==> src/rtl/plm_pkg.sv <==
// Shared constants, types and lane mapping for the LED matrix PWM bit-plane generator.
package plm_pkg;

    // Geometry of the panel scan
    localparam int PWM_STEPS  = 64;
    localparam int COLUMNS    = 32;
    localparam int ROW_GROUPS = 8;

    // Field widths
    localparam int DUTY_W    = 8;
    localparam int STEP_W    = 6;
    localparam int COL_W     = 5;
    localparam int ROW_W     = 3;
    localparam int WORD_W    = 14;
    localparam int POS_W     = 4;
    localparam int NUM_LANES = 12;

    // Control bit positions within a plane word
    localparam int OE_POS  = 6;
    localparam int LAT_POS = 7;

    // Last values of the counters
    localparam logic [STEP_W-1:0] STEP_LAST = STEP_W'(PWM_STEPS - 1);
    localparam logic [COL_W-1:0]  COL_LAST  = COL_W'(COLUMNS - 1);
    localparam logic [ROW_W-1:0]  ROW_LAST  = ROW_W'(ROW_GROUPS - 1);

    // Reset value of the dim threshold
    localparam logic [COL_W-1:0] DIM_RESET = 5'd31;

    // Plane word bit driven by each lane: r1 g1 b1 r2 g2 b2, then r3 g3 b3 r4 g4 b4
    localparam logic [POS_W-1:0] LANE_POS [NUM_LANES] = '{
        4'd0, 4'd1, 4'd2, 4'd3, 4'd4, 4'd5,
        4'd8, 4'd9, 4'd10, 4'd11, 4'd12, 4'd13
    };

    typedef logic [DUTY_W-1:0] duty_t;
    typedef logic [NUM_LANES-1:0] lane_bits_t;

    // Per-column control bits carried with an item
    typedef struct packed {
        logic oe;
        logic lat;
    } ctl_t;

endpackage

==> src/rtl/plm_in_if.sv <==
// Input channel: twelve duty values for one column, valid/ready handshake.
interface plm_in_if;
    logic                  valid;
    logic                  ready;
    logic [plm_pkg::DUTY_W-1:0] red_p1;
    logic [plm_pkg::DUTY_W-1:0] green_p1;
    logic [plm_pkg::DUTY_W-1:0] blue_p1;
    logic [plm_pkg::DUTY_W-1:0] red_p2;
    logic [plm_pkg::DUTY_W-1:0] green_p2;
    logic [plm_pkg::DUTY_W-1:0] blue_p2;
    logic [plm_pkg::DUTY_W-1:0] red_p3;
    logic [plm_pkg::DUTY_W-1:0] green_p3;
    logic [plm_pkg::DUTY_W-1:0] blue_p3;
    logic [plm_pkg::DUTY_W-1:0] red_p4;
    logic [plm_pkg::DUTY_W-1:0] green_p4;
    logic [plm_pkg::DUTY_W-1:0] blue_p4;

    modport source (
        output valid, red_p1, green_p1, blue_p1, red_p2, green_p2, blue_p2,
               red_p3, green_p3, blue_p3, red_p4, green_p4, blue_p4,
        input  ready
    );

    modport sink (
        input  valid, red_p1, green_p1, blue_p1, red_p2, green_p2, blue_p2,
               red_p3, green_p3, blue_p3, red_p4, green_p4, blue_p4,
        output ready
    );
endinterface

==> src/rtl/plm_out_if.sv <==
// Output channel: one plane word per PWM step, valid/ready handshake.
interface plm_out_if;
    logic                       valid;
    logic                       ready;
    logic [plm_pkg::WORD_W-1:0] plane_word;
    logic [plm_pkg::STEP_W-1:0] pwm_step;
    logic [plm_pkg::COL_W-1:0]  column;
    logic [plm_pkg::ROW_W-1:0]  row_group;
    logic                       last;

    modport source (
        output valid, plane_word, pwm_step, column, row_group, last,
        input  ready
    );

    modport sink (
        input  valid, plane_word, pwm_step, column, row_group, last,
        output ready
    );
endinterface

==> src/rtl/plm_lane.sv <==
// One colour lane: the bit is on while the PWM step is below the duty value.
module plm_lane (
    input  logic [plm_pkg::STEP_W-1:0] step,
    input  plm_pkg::duty_t             duty,
    output logic                       bit_on
);

    logic [plm_pkg::DUTY_W-1:0] step_ext;

    // Zero-extend the step to duty width, then compare
    assign step_ext = {{(plm_pkg::DUTY_W - plm_pkg::STEP_W){1'b0}}, step};
    assign bit_on   = (step_ext < duty);

endmodule

==> src/rtl/plm_merge.sv <==
// Merges the lane bits and column control bits into one plane word.
module plm_merge (
    input  plm_pkg::lane_bits_t         lane_bits,
    input  plm_pkg::ctl_t               ctl,
    output logic [plm_pkg::WORD_W-1:0]  plane_word
);

    // Scatter lanes to their word positions, add OE and latch
    always_comb
    begin
        plane_word = '0;
        for (int k = 0; k < plm_pkg::NUM_LANES; k++)
        begin
            plane_word[plm_pkg::LANE_POS[k]] = lane_bits[k];
        end
        plane_word[plm_pkg::OE_POS]  = ctl.oe;
        plane_word[plm_pkg::LAT_POS] = ctl.lat;
    end

endmodule

==> src/rtl/led_matrix_pwm_plane_gen_unit.sv <==
// Top level of the LED matrix PWM bit-plane generator.
//
//  channel  | dir | beat contents                                    | handshake
//  ---------+-----+--------------------------------------------------+------------
//  pixel    | in  | twelve 8-bit duty values (r/g/b x four quadrants) | valid/ready
//  plane    | out | plane_word, pwm_step, column, row_group, last     | valid/ready
//  cfg      | in  | dim_threshold (5 bits)                            | cfg_we only
//
// Each pixel beat yields PWM_STEPS plane beats, one per cycle while plane is not stalled, so
// a new pixel beat is taken only as the last of them issues; the step counter over the twelve compare lanes sets this.
// The next pixel beat is taken in the cycle the last plane beat of the current one
// issues into the output register, so items follow without a gap.
// Reset clears counters, valid flags and sets dim_threshold to 31.
// A stall on plane holds the output register and freezes the step counter.
module led_matrix_pwm_plane_gen_unit (
    input  logic                       clk,
    input  logic                       rst_n,
    plm_in_if.sink                     pixel,
    plm_out_if.source                  plane,
    input  logic                       cfg_we,
    input  logic [plm_pkg::COL_W-1:0]  cfg_wdata
);

    // Control state
    logic                        work_valid_reg, work_valid_next;
    logic [plm_pkg::STEP_W-1:0]  step_reg, step_next;
    logic                        out_valid_reg, out_valid_next;
    logic [plm_pkg::COL_W-1:0]   column_count_reg, column_count_next;
    logic [plm_pkg::ROW_W-1:0]   row_count_reg, row_count_next;
    logic [plm_pkg::COL_W-1:0]   dim_reg;

    // Working item payload
    plm_pkg::duty_t              duty_reg [plm_pkg::NUM_LANES];
    plm_pkg::ctl_t               ctl_reg;
    logic [plm_pkg::COL_W-1:0]   col_item_reg;
    logic [plm_pkg::ROW_W-1:0]   row_item_reg;

    // Output register payload
    logic [plm_pkg::WORD_W-1:0]  word_out_reg;
    logic [plm_pkg::STEP_W-1:0]  step_out_reg;
    logic [plm_pkg::COL_W-1:0]   col_out_reg;
    logic [plm_pkg::ROW_W-1:0]   row_out_reg;
    logic                        last_out_reg;

    logic                        issue;
    logic                        issue_last;
    logic                        accept;
    logic                        last_col;
    plm_pkg::ctl_t               ctl_new;
    plm_pkg::duty_t              duty_in [plm_pkg::NUM_LANES];
    plm_pkg::lane_bits_t         lane_bits;
    logic [plm_pkg::WORD_W-1:0]  word_now;

    // Handshake and issue control
    assign issue      = work_valid_reg && (!out_valid_reg || plane.ready);
    assign issue_last = issue && (step_reg == plm_pkg::STEP_LAST);
    assign pixel.ready = !work_valid_reg || issue_last;
    assign accept     = pixel.valid && pixel.ready;

    // Input lane order matches the plane word layout
    assign duty_in[0]  = pixel.red_p1;
    assign duty_in[1]  = pixel.green_p1;
    assign duty_in[2]  = pixel.blue_p1;
    assign duty_in[3]  = pixel.red_p2;
    assign duty_in[4]  = pixel.green_p2;
    assign duty_in[5]  = pixel.blue_p2;
    assign duty_in[6]  = pixel.red_p3;
    assign duty_in[7]  = pixel.green_p3;
    assign duty_in[8]  = pixel.blue_p3;
    assign duty_in[9]  = pixel.red_p4;
    assign duty_in[10] = pixel.green_p4;
    assign duty_in[11] = pixel.blue_p4;

    // Column control bits, fixed at accept time
    assign last_col    = (column_count_reg == plm_pkg::COL_LAST);
    assign ctl_new.oe  = last_col || (column_count_reg <= dim_reg);
    assign ctl_new.lat = last_col;

    // Next-state logic
    always_comb
    begin
        work_valid_next   = work_valid_reg;
        step_next         = step_reg;
        out_valid_next    = out_valid_reg;
        column_count_next = column_count_reg;
        row_count_next    = row_count_reg;

        if (issue_last)
        begin
            work_valid_next = 1'b0;
            step_next       = '0;
        end
        else if (issue)
        begin
            step_next = step_reg + 1'b1;
        end
        if (accept)
        begin
            work_valid_next = 1'b1;
        end

        if (issue)
        begin
            out_valid_next = 1'b1;
        end
        else if (plane.ready)
        begin
            out_valid_next = 1'b0;
        end

        // Column and row-group counters advance per item
        if (accept)
        begin
            if (last_col)
            begin
                column_count_next = '0;
                if (row_count_reg == plm_pkg::ROW_LAST)
                begin
                    row_count_next = '0;
                end
                else
                begin
                    row_count_next = row_count_reg + 1'b1;
                end
            end
            else
            begin
                column_count_next = column_count_reg + 1'b1;
            end
        end
    end

    // Control registers
    always_ff @(posedge clk or negedge rst_n)
    begin
        if (!rst_n)
        begin
            work_valid_reg   <= 1'b0;
            step_reg         <= '0;
            out_valid_reg    <= 1'b0;
            column_count_reg <= '0;
            row_count_reg    <= '0;
            dim_reg          <= plm_pkg::DIM_RESET;
        end
        else
        begin
            work_valid_reg   <= work_valid_next;
            step_reg         <= step_next;
            out_valid_reg    <= out_valid_next;
            column_count_reg <= column_count_next;
            row_count_reg    <= row_count_next;
            if (cfg_we)
            begin
                dim_reg <= cfg_wdata;
            end
        end
    end

    // Working item capture
    always_ff @(posedge clk)
    begin
        if (accept)
        begin
            for (int k = 0; k < plm_pkg::NUM_LANES; k++)
            begin
                duty_reg[k] <= duty_in[k];
            end
            ctl_reg      <= ctl_new;
            col_item_reg <= column_count_reg;
            row_item_reg <= row_count_reg;
        end
    end

    // Compare lanes, one per colour of each quadrant
    for (genvar g = 0; g < plm_pkg::NUM_LANES; g++)
    begin : g_lane
        plm_lane u_lane (
            .step   (step_reg),
            .duty   (duty_reg[g]),
            .bit_on (lane_bits[g])
        );
    end

    plm_merge u_merge (
        .lane_bits  (lane_bits),
        .ctl        (ctl_reg),
        .plane_word (word_now)
    );

    // Output register
    always_ff @(posedge clk)
    begin
        if (issue)
        begin
            word_out_reg <= word_now;
            step_out_reg <= step_reg;
            col_out_reg  <= col_item_reg;
            row_out_reg  <= row_item_reg;
            last_out_reg <= (step_reg == plm_pkg::STEP_LAST);
        end
    end

    assign plane.valid      = out_valid_reg;
    assign plane.plane_word = word_out_reg;
    assign plane.pwm_step   = step_out_reg;
    assign plane.column     = col_out_reg;
    assign plane.row_group  = row_out_reg;
    assign plane.last       = last_out_reg;

    // A new item only enters when the previous one has issued its final step
    assert property (@(posedge clk) disable iff (!rst_n)
        accept |-> (!work_valid_reg || issue_last))
        else $error("pixel beat taken while an item is still mid-sequence");

    // Step counter rests at zero between items
    assert property (@(posedge clk) disable iff (!rst_n)
        !work_valid_reg |-> (step_reg == '0))
        else $error("step counter not at zero while idle");

    // Latch is only ever raised together with output enable
    assert property (@(posedge clk) disable iff (!rst_n)
        (plane.valid && plane.plane_word[plm_pkg::LAT_POS])
            |-> plane.plane_word[plm_pkg::OE_POS])
        else $error("latch without output enable");

    // After an issued non-final step the output register holds that step and the item stays in work
    assert property (@(posedge clk) disable iff (!rst_n)
        (issue && !issue_last) |=> (step_out_reg == $past(step_reg) && work_valid_reg))
        else $error("step sequence broken");

endmodule
==> src/flat_wrapper.sv <==
// flat-port wrapper written by rule: the top's interface ports become plain ports
module led_matrix_pwm_plane_gen_unit_flat 
  (clk, rst_n, cfg_we, cfg_wdata, pixel_valid, pixel_red_p1, pixel_green_p1, pixel_blue_p1, pixel_red_p2, pixel_green_p2, pixel_blue_p2, pixel_red_p3, pixel_green_p3, pixel_blue_p3, pixel_red_p4, pixel_green_p4, pixel_blue_p4, pixel_ready, plane_valid, plane_plane_word, plane_pwm_step, plane_column, plane_row_group, plane_last, plane_ready);
  plm_in_if pixel_i ();
  plm_out_if plane_i ();
  input  logic clk;
  input  logic rst_n;
  input  logic cfg_we;
  input  logic [plm_pkg::COL_W-1:0] cfg_wdata;
  input wire logic [$bits(pixel_i.valid)-1:0] pixel_valid;
  input wire logic [$bits(pixel_i.red_p1)-1:0] pixel_red_p1;
  input wire logic [$bits(pixel_i.green_p1)-1:0] pixel_green_p1;
  input wire logic [$bits(pixel_i.blue_p1)-1:0] pixel_blue_p1;
  input wire logic [$bits(pixel_i.red_p2)-1:0] pixel_red_p2;
  input wire logic [$bits(pixel_i.green_p2)-1:0] pixel_green_p2;
  input wire logic [$bits(pixel_i.blue_p2)-1:0] pixel_blue_p2;
  input wire logic [$bits(pixel_i.red_p3)-1:0] pixel_red_p3;
  input wire logic [$bits(pixel_i.green_p3)-1:0] pixel_green_p3;
  input wire logic [$bits(pixel_i.blue_p3)-1:0] pixel_blue_p3;
  input wire logic [$bits(pixel_i.red_p4)-1:0] pixel_red_p4;
  input wire logic [$bits(pixel_i.green_p4)-1:0] pixel_green_p4;
  input wire logic [$bits(pixel_i.blue_p4)-1:0] pixel_blue_p4;
  output wire logic [$bits(pixel_i.ready)-1:0] pixel_ready;
  output wire logic [$bits(plane_i.valid)-1:0] plane_valid;
  output wire logic [$bits(plane_i.plane_word)-1:0] plane_plane_word;
  output wire logic [$bits(plane_i.pwm_step)-1:0] plane_pwm_step;
  output wire logic [$bits(plane_i.column)-1:0] plane_column;
  output wire logic [$bits(plane_i.row_group)-1:0] plane_row_group;
  output wire logic [$bits(plane_i.last)-1:0] plane_last;
  input wire logic [$bits(plane_i.ready)-1:0] plane_ready;
  assign pixel_i.valid = pixel_valid;
  assign pixel_i.red_p1 = pixel_red_p1;
  assign pixel_i.green_p1 = pixel_green_p1;
  assign pixel_i.blue_p1 = pixel_blue_p1;
  assign pixel_i.red_p2 = pixel_red_p2;
  assign pixel_i.green_p2 = pixel_green_p2;
  assign pixel_i.blue_p2 = pixel_blue_p2;
  assign pixel_i.red_p3 = pixel_red_p3;
  assign pixel_i.green_p3 = pixel_green_p3;
  assign pixel_i.blue_p3 = pixel_blue_p3;
  assign pixel_i.red_p4 = pixel_red_p4;
  assign pixel_i.green_p4 = pixel_green_p4;
  assign pixel_i.blue_p4 = pixel_blue_p4;
  assign pixel_ready = pixel_i.ready;
  assign plane_valid = plane_i.valid;
  assign plane_plane_word = plane_i.plane_word;
  assign plane_pwm_step = plane_i.pwm_step;
  assign plane_column = plane_i.column;
  assign plane_row_group = plane_i.row_group;
  assign plane_last = plane_i.last;
  assign plane_i.ready = plane_ready;
  led_matrix_pwm_plane_gen_unit u_core (.clk(clk), .rst_n(rst_n), .pixel(pixel_i), .plane(plane_i), .cfg_we(cfg_we), .cfg_wdata(cfg_wdata));
endmodule
==> config.mk <==
export PLATFORM = sky130hd
export DESIGN_NAME = led_matrix_pwm_plane_gen_unit_flat
export DESIGN_NICKNAME = d
export VERILOG_FILES = /design/src/rtl/plm_pkg.sv /design/src/rtl/plm_in_if.sv /design/src/rtl/plm_out_if.sv /design/src/rtl/plm_lane.sv /design/src/rtl/plm_merge.sv /design/src/rtl/led_matrix_pwm_plane_gen_unit.sv /design/src/flat_wrapper.sv
export SDC_FILE = /design/constraint.sdc
export NUM_CORES = 1
export LEC_CHECK = 0
export ABC_AREA = 1
export BUFFER_PORTS_ARGS = -buffer_cell sky130_fd_sc_hd__buf_2
export CAP_MARGIN = 25
export CORE_MARGIN = 4
export CORE_UTILIZATION = 59
export DETAILED_ROUTE_END_ITERATION = 6
export GPL_ROUTABILITY_DRIVEN = 0
export GPL_TIMING_DRIVEN = 0
export PLACE_DENSITY_LB_ADDON = 0.2
export SLEW_MARGIN = 20
export SYNTH_ARGS = -nofsm -noshare
export SYNTH_HDL_FRONTEND = slang
export SYNTH_SLANG_ARGS = --single-unit
==> constraint.sdc <==
create_clock -name clk -period 6.75 [get_ports clk]
set_input_delay 0.3375 -clock clk [delete_from_list [all_inputs] [get_ports clk]]
set_output_delay 0.3375 -clock clk [all_outputs]
set_load 0.05 [all_outputs]
# After elaboration in Yosys (flattened, before gate mapping)
# Memories as Yosys holds them, arrays and structs flattened.
# Cells that the tools add are included.
# W data, S select, Z words.
# op_classes
n_lt_le_gt_ge	13
eq_ne	3
n_addsub	3
reduce_logical	12
muxes	10
# ops
cell	n
$lt A6 B8 Y1	12
$mux W6	2
$add A6 B1 Y6 const B	1
$eq A6 B6 Y1 const B	1
$mux W1	6
$reduce_bool A2 Y1	3
$add A5 B1 Y5 const B	1
$eq A5 B5 Y1 const B	1
$le A5 B5 Y1	1
$mux W5	1
$add A3 B1 Y3 const B	1
$eq A3 B3 Y1 const B	1
$logic_and A1 B1 Y1	3
$logic_or A1 B1 Y1	3
$mux W3	1
$logic_not A1 Y1	2
$reduce_and A2 Y1	1
# word_totals
wordCells	57
reg_bits	60
mem_bits_rw	96
inputBits	106
n_memories	1
# mem_list
name	depth	word_bits	read_ports	rd_clocked_by_memory_dff	wr	line_no	rtl
u_core.duty_reg	12	8	12	0	12	led_matrix_pwm_plane_gen_unit.sv:33	plm_pkg::duty_t duty_reg [plm_pkg::NUM_LANES];

# Longest topological paths before layout
# logic_depth
depth_word	8
depth_mapped	9
mapped_depth_nobuf	9

# By module
# Synthesis repeated with hierarchy kept, for this count alone.
# unflattened
hier_cells	601
area_unflattened_um2	7174.4
# by_module_without_submodules
mod	cells_each	instances	area_per_inst_um2
led_matrix_pwm_plane_gen_unit	263	1	5207.5
plm_lane	27	12	155.1
plm_merge	14	1	105.1

# Worst setup path after synthesis
# Ideal clock, no wire load.
# synth_timing
path_type	reg2reg
startpoint	register u_core.out_valid_reg, in the netlist u_core.plane.valid
endpoint	register u_core.col_item_reg[0] (netlist name) (enable)
arrival_ps	2319
path_stages_with_launch	6
path_slack_ps	4051
setup_ps	380
n_path_buf	0
path_cell_list	dfrtp_1 a21oi_4 nand2_4 nand2_4 nand2_8 clkinv_4
# synth_via
elab_chain_cells	6
# synth_rtl
item	line_no	rtl
start, declared	led_matrix_pwm_plane_gen_unit.sv:27	logic out_valid_reg, out_valid_next;
start signal, assigned	led_matrix_pwm_plane_gen_unit.sv:149	out_valid_reg <= out_valid_next;
$logic_not A1 Y1	led_matrix_pwm_plane_gen_unit.sv:55	assign issue = work_valid_reg && (!out_valid_reg || plane.ready);
$logic_or A1 B1 Y1	led_matrix_pwm_plane_gen_unit.sv:55	
$logic_and A1 B1 Y1	led_matrix_pwm_plane_gen_unit.sv:55	
via u_core.issue	led_matrix_pwm_plane_gen_unit.sv:45	logic issue;
$logic_and A1 B1 Y1	led_matrix_pwm_plane_gen_unit.sv:56	assign issue_last = issue && (step_reg == plm_pkg::STEP_LAST);
$logic_or A1 B1 Y1	led_matrix_pwm_plane_gen_unit.sv:57	assign pixel.ready = !work_valid_reg || issue_last;
via pixel_ready	flat_wrapper.sv:23	output wire logic [$bits(pixel_i.ready)-1:0] pixel_ready;
$logic_and A1 B1 Y1	led_matrix_pwm_plane_gen_unit.sv:58	assign accept = pixel.valid && pixel.ready;
via u_core.accept	led_matrix_pwm_plane_gen_unit.sv:47	logic accept;
end signal, assigned	led_matrix_pwm_plane_gen_unit.sv:169	col_item_reg <= column_count_reg;
end, declared	led_matrix_pwm_plane_gen_unit.sv:35	logic [plm_pkg::COL_W-1:0] col_item_reg;
# The timed path passes the listed nets, and every way through them passes these cells.
# A chain may end at the register's enable or synchronous reset.

==> metrics.log <==
[metrics] cell types with the largest area share after synthesis: edfxtp_1, ha_1, inv_1
[metrics] PwrDens: about 370 nW/µm²
[metrics] core area: between 10000 and 15000 µm²
[metrics] number of nets in the synthesized netlist: ~700
[metrics] DRT Pass-1 Iters: 4
[metrics] CTS tree: yes
[metrics] worst hold start: pixel_red_p1[0]
[metrics] number of cells on the worst hold path: 1
[metrics] max_cap viols: 0
[metrics] clock root buffer master: clkbuf_16
[metrics] ratio of routed vias to standard cells: slightly above 5
[metrics] sequential fraction of the synthesis area: between 60% and 70%
[metrics] largest clock skew in the final design: around 0.0072 ns
[metrics] IO Pins: 137
[metrics] IO Port Bufs: roughly 140
[metrics] setup violators final: 0
[metrics] worst flop-to-flop path startpoint: u_core.step_reg[1]
[metrics] number of cells on the worst reg-to-reg path: 7
[metrics] required arrival time at the worst endpoint: 6.78 ns
[metrics] wire length per cell: about 16 µm
[metrics] worst setup path start: u_core.step_reg[1]
[metrics] Max IR drop VDD: 380 µV
[metrics] area growth from synthesis to layout: 22.2%
[metrics] critical setup path kind: reg -> reg
[metrics] number of global-route vias before repair: ~4.8k
[metrics] cells after synthesis: roughly 540
[metrics] share of Yosys cell area claimed by the top area cell type: about three fifths
[metrics] Initial Util: about three fifths
[metrics] horizontal extent of the die: between 100 and 150 µm
[metrics] Die Footprint: between 10000 and 15000 µm²
[metrics] H-tree depth: 4
[metrics] flip-flop count of the largest register, all copies and words added: 96
[metrics] largest fanout on the critical path: 108
[metrics] Final ANT Viol Nets: 0
[metrics] number of distinct standard cells referenced by the synthesized netlist: 27
[metrics] non-filler instance count after layout: 855
[metrics] arrival time of data at the critical path endpoint: ~2.9 ns
[metrics] Global Route Usage Sum: approximately 22%
[metrics] number of buffers inserted during clock tree synthesis: 17
[metrics] fraction of layout cells with a size suffix above 1: roughly 26%
[metrics] detailed-route wire length: between 10 and 15 mm
[metrics] initial antenna violation count: 0
[metrics] die height: between 100 and 150 µm
[metrics] Avg Cell Area, Syn: about 13 µm²
[metrics] post-layout min period: 2.87 ns
[metrics] net count of the finished layout: ~900
[metrics] number of antenna cells inserted: 0
[metrics] first-pass GRT wire length: between 20 and 25 mm
[metrics] via count of the routed design: roughly 4.4k
[metrics] transition time of the tightest slew-check pin: about 0.97 ns
[metrics] netlist area before placement: slightly below 7000 µm²
[metrics] final critical-path share of the clock period: approximately 43%
[metrics] number of warning messages in the yosys log: 0
[metrics] r2r setup slk: roughly 3.9 ns
[metrics] Hold Slack: 0.0943 ns
[metrics] number of flops mapped to enable cells by yosys: roughly 140
[metrics] CTS clk-pin slew, worst paths: around 0.060 ns
[metrics] type of the most critical hold path: in -> reg
[metrics] Setup Total Neg Slack: 0 ns
[metrics] violation count after the first detailed-route iteration: between 200 and 300
[metrics] type of element capturing the critical path: register
[metrics] cell row count: 39
[metrics] number of hold buffers added after CTS: 1
[metrics] normalized max-slew margin: between 30% and 40%
[metrics] share of synthesized registers carrying an async set or reset: roughly 13%
[metrics] placed cells: around 800
[metrics] dpl hpwl: 9.40 mm
[metrics] quantity of gates resized following cts: 0
[metrics] source-to-sink clock delay at the later pin of the worst-skew pair: between 0.4 and 0.5 ns
[metrics] Max Freq: between 300 and 400 MHz
[metrics] Critical Path Start Type: register
[metrics] number of clock sinks: roughly 160
[metrics] biggest area consumer among synthesized cells: edfxtp_1
[metrics] Pleak: approximately 4 nW
[metrics] Slew Viols, Final: 0
[metrics] remaining design rule violation count: 0
[metrics] Synth Register Bits: between 150 and 200
[metrics] Post-synth top flop: edfxtp_1
[metrics] worst hold endpoint: u_core.duty_reg[0][0]
[metrics] status: finished, final reports clean
[metrics] setup repair after global routing missed its margin: false
[metrics] number of hold-slack violations in the final timing report: 0
[metrics] postcts setup bufs: 0
[metrics] FF-to-FF End: u_core.duty_reg[2][12]
[metrics] grt total ovfl: 0
[metrics] largest net degree at the start of global routing: about 110
[metrics] deepest clock path buffer count: 2
[through the flow]
step           cell area [µm²]  utilization, %  power, mW  setup slack (ns)
2_1_floorplan             6930               -       1.87              4.05
3_3_place_gp              7780            67.9       2.06              3.74
3_5_place_dp              7840            68.4       2.14              3.87
4_1_cts                   8470            73.8       3.14              3.86
5_1_grt                   8470            73.8       3.31              3.68
6_report                  8470            73.8       3.11              3.88
[per-layer routing]
metal  track usage [%]  vias up  part of all wire [%]  wire, µm
met3              6.79       37                   6.5       911
met5                 0        -                     0         0
met1              26.0     2109                    38      5400
li1                  -     2166                     -         -
met2              39.4      126                    53      7410
met4              8.66        0                   2.5       357
[kinds of logic after synthesis]
family                     Yosys count  synth area share (%)
adders and majority gates           70                  12.6
AOI/OAI and AO/OA                   77                  6.37
buffers and inverters              117                  6.43
DFF                                156                  66.2
muxes                                1                 0.162
xor gates and xnor gates             4                 0.506
and+or+nand+nor                    117                  7.73
[how the worst max path moves through the flow]
stage	to	slack, ns	depth (start not counted)
floorplan	u_core.col_item_reg[0]	4.05	5
CTS	u_core.duty_reg[2][23]	3.86	7
finish	u_core.duty_reg[2][12]	3.88	7
global placement	u_core.duty_reg[1][22]	3.74	7
detailed placement	u_core.duty_reg[1][23]	3.87	7
global route	u_core.duty_reg[2][23]	3.68	7
[cells in the final DEF, fill, tap and decap left out, types with 2 or more instances in the layout]
cell type   synthesis  layout
a21oi_1            38      38
and3_1             12      12
buf_16              0       2
buf_2               1     136
bufinv_16           0       4
clkbuf_1            1       3
clkbuf_16           0      17
clkinv_2            0       3
clkinv_4            1       2
clkinvlp_4          0       3
dfrtp_1            16      16
dfstp_2             5       5
edfxtp_1          135     135
ha_1               70      70
inv_1             114     114
nand2_1            73      73
nand2_4             2       2
nand3_1             4       4
nand4_1             6       6
nor2_1             16      16
o21ai_0            21      21
o21ai_2             3       3
o21bai_1           13      13
xor2_1              3       3
[report_power, final]
group / internal [mW] / switching [mW] / leakage (nW)
logic: 0.276 / 0.498 / 2.30
registers: 1.22 / 0.141 / 1.47
clock network: 0.625 / 0.357 / 0.293
total: 2.12 / 0.996 / 4.06
[synthesized netlist by cell type (2+ instances only)]
| cell | count |
|---|---|
| edfxtp_1 | 135 |
| inv_1 | 114 |
| nand2_1 | 73 |
| ha_1 | 70 |
| a21oi_1 | 38 |
| o21ai_0 | 21 |
| dfrtp_1 | 16 |
| nor2_1 | 16 |
| o21bai_1 | 13 |
| and3_1 | 12 |
| nand4_1 | 6 |
| dfstp_2 | 5 |
| nand3_1 | 4 |
| o21ai_2 | 3 |
| xor2_1 | 3 |
| nand2_4 | 2 |
[worst max-delay path, stage by stage, from the launching register on]
cell and delay (ns):
dfrtp_1 0.82, ha_1 0.30, nand3_1 0.13, nor2_4 0.20, nand2_4 0.07, nand2_4 0.12, nand2_8 0.10, clkinv_4 0.68
[cell type report]
| class | count | area [µm²] |
|---|---|---|
| multi-input cells | 269 | 1900 |
| clock inverters | 12 | 170 |
| plain buffers | 2 | 8.76 |
| well taps | 143 | 179 |
| repair buffers | 138 | 741 |
| inverters | 115 | 437 |
| flip-flops and latches | 156 | 4590 |
| fillers | 770 | 3000 |
| clock buffers | 20 | 447 |
(Power assumes the default switching activity.)
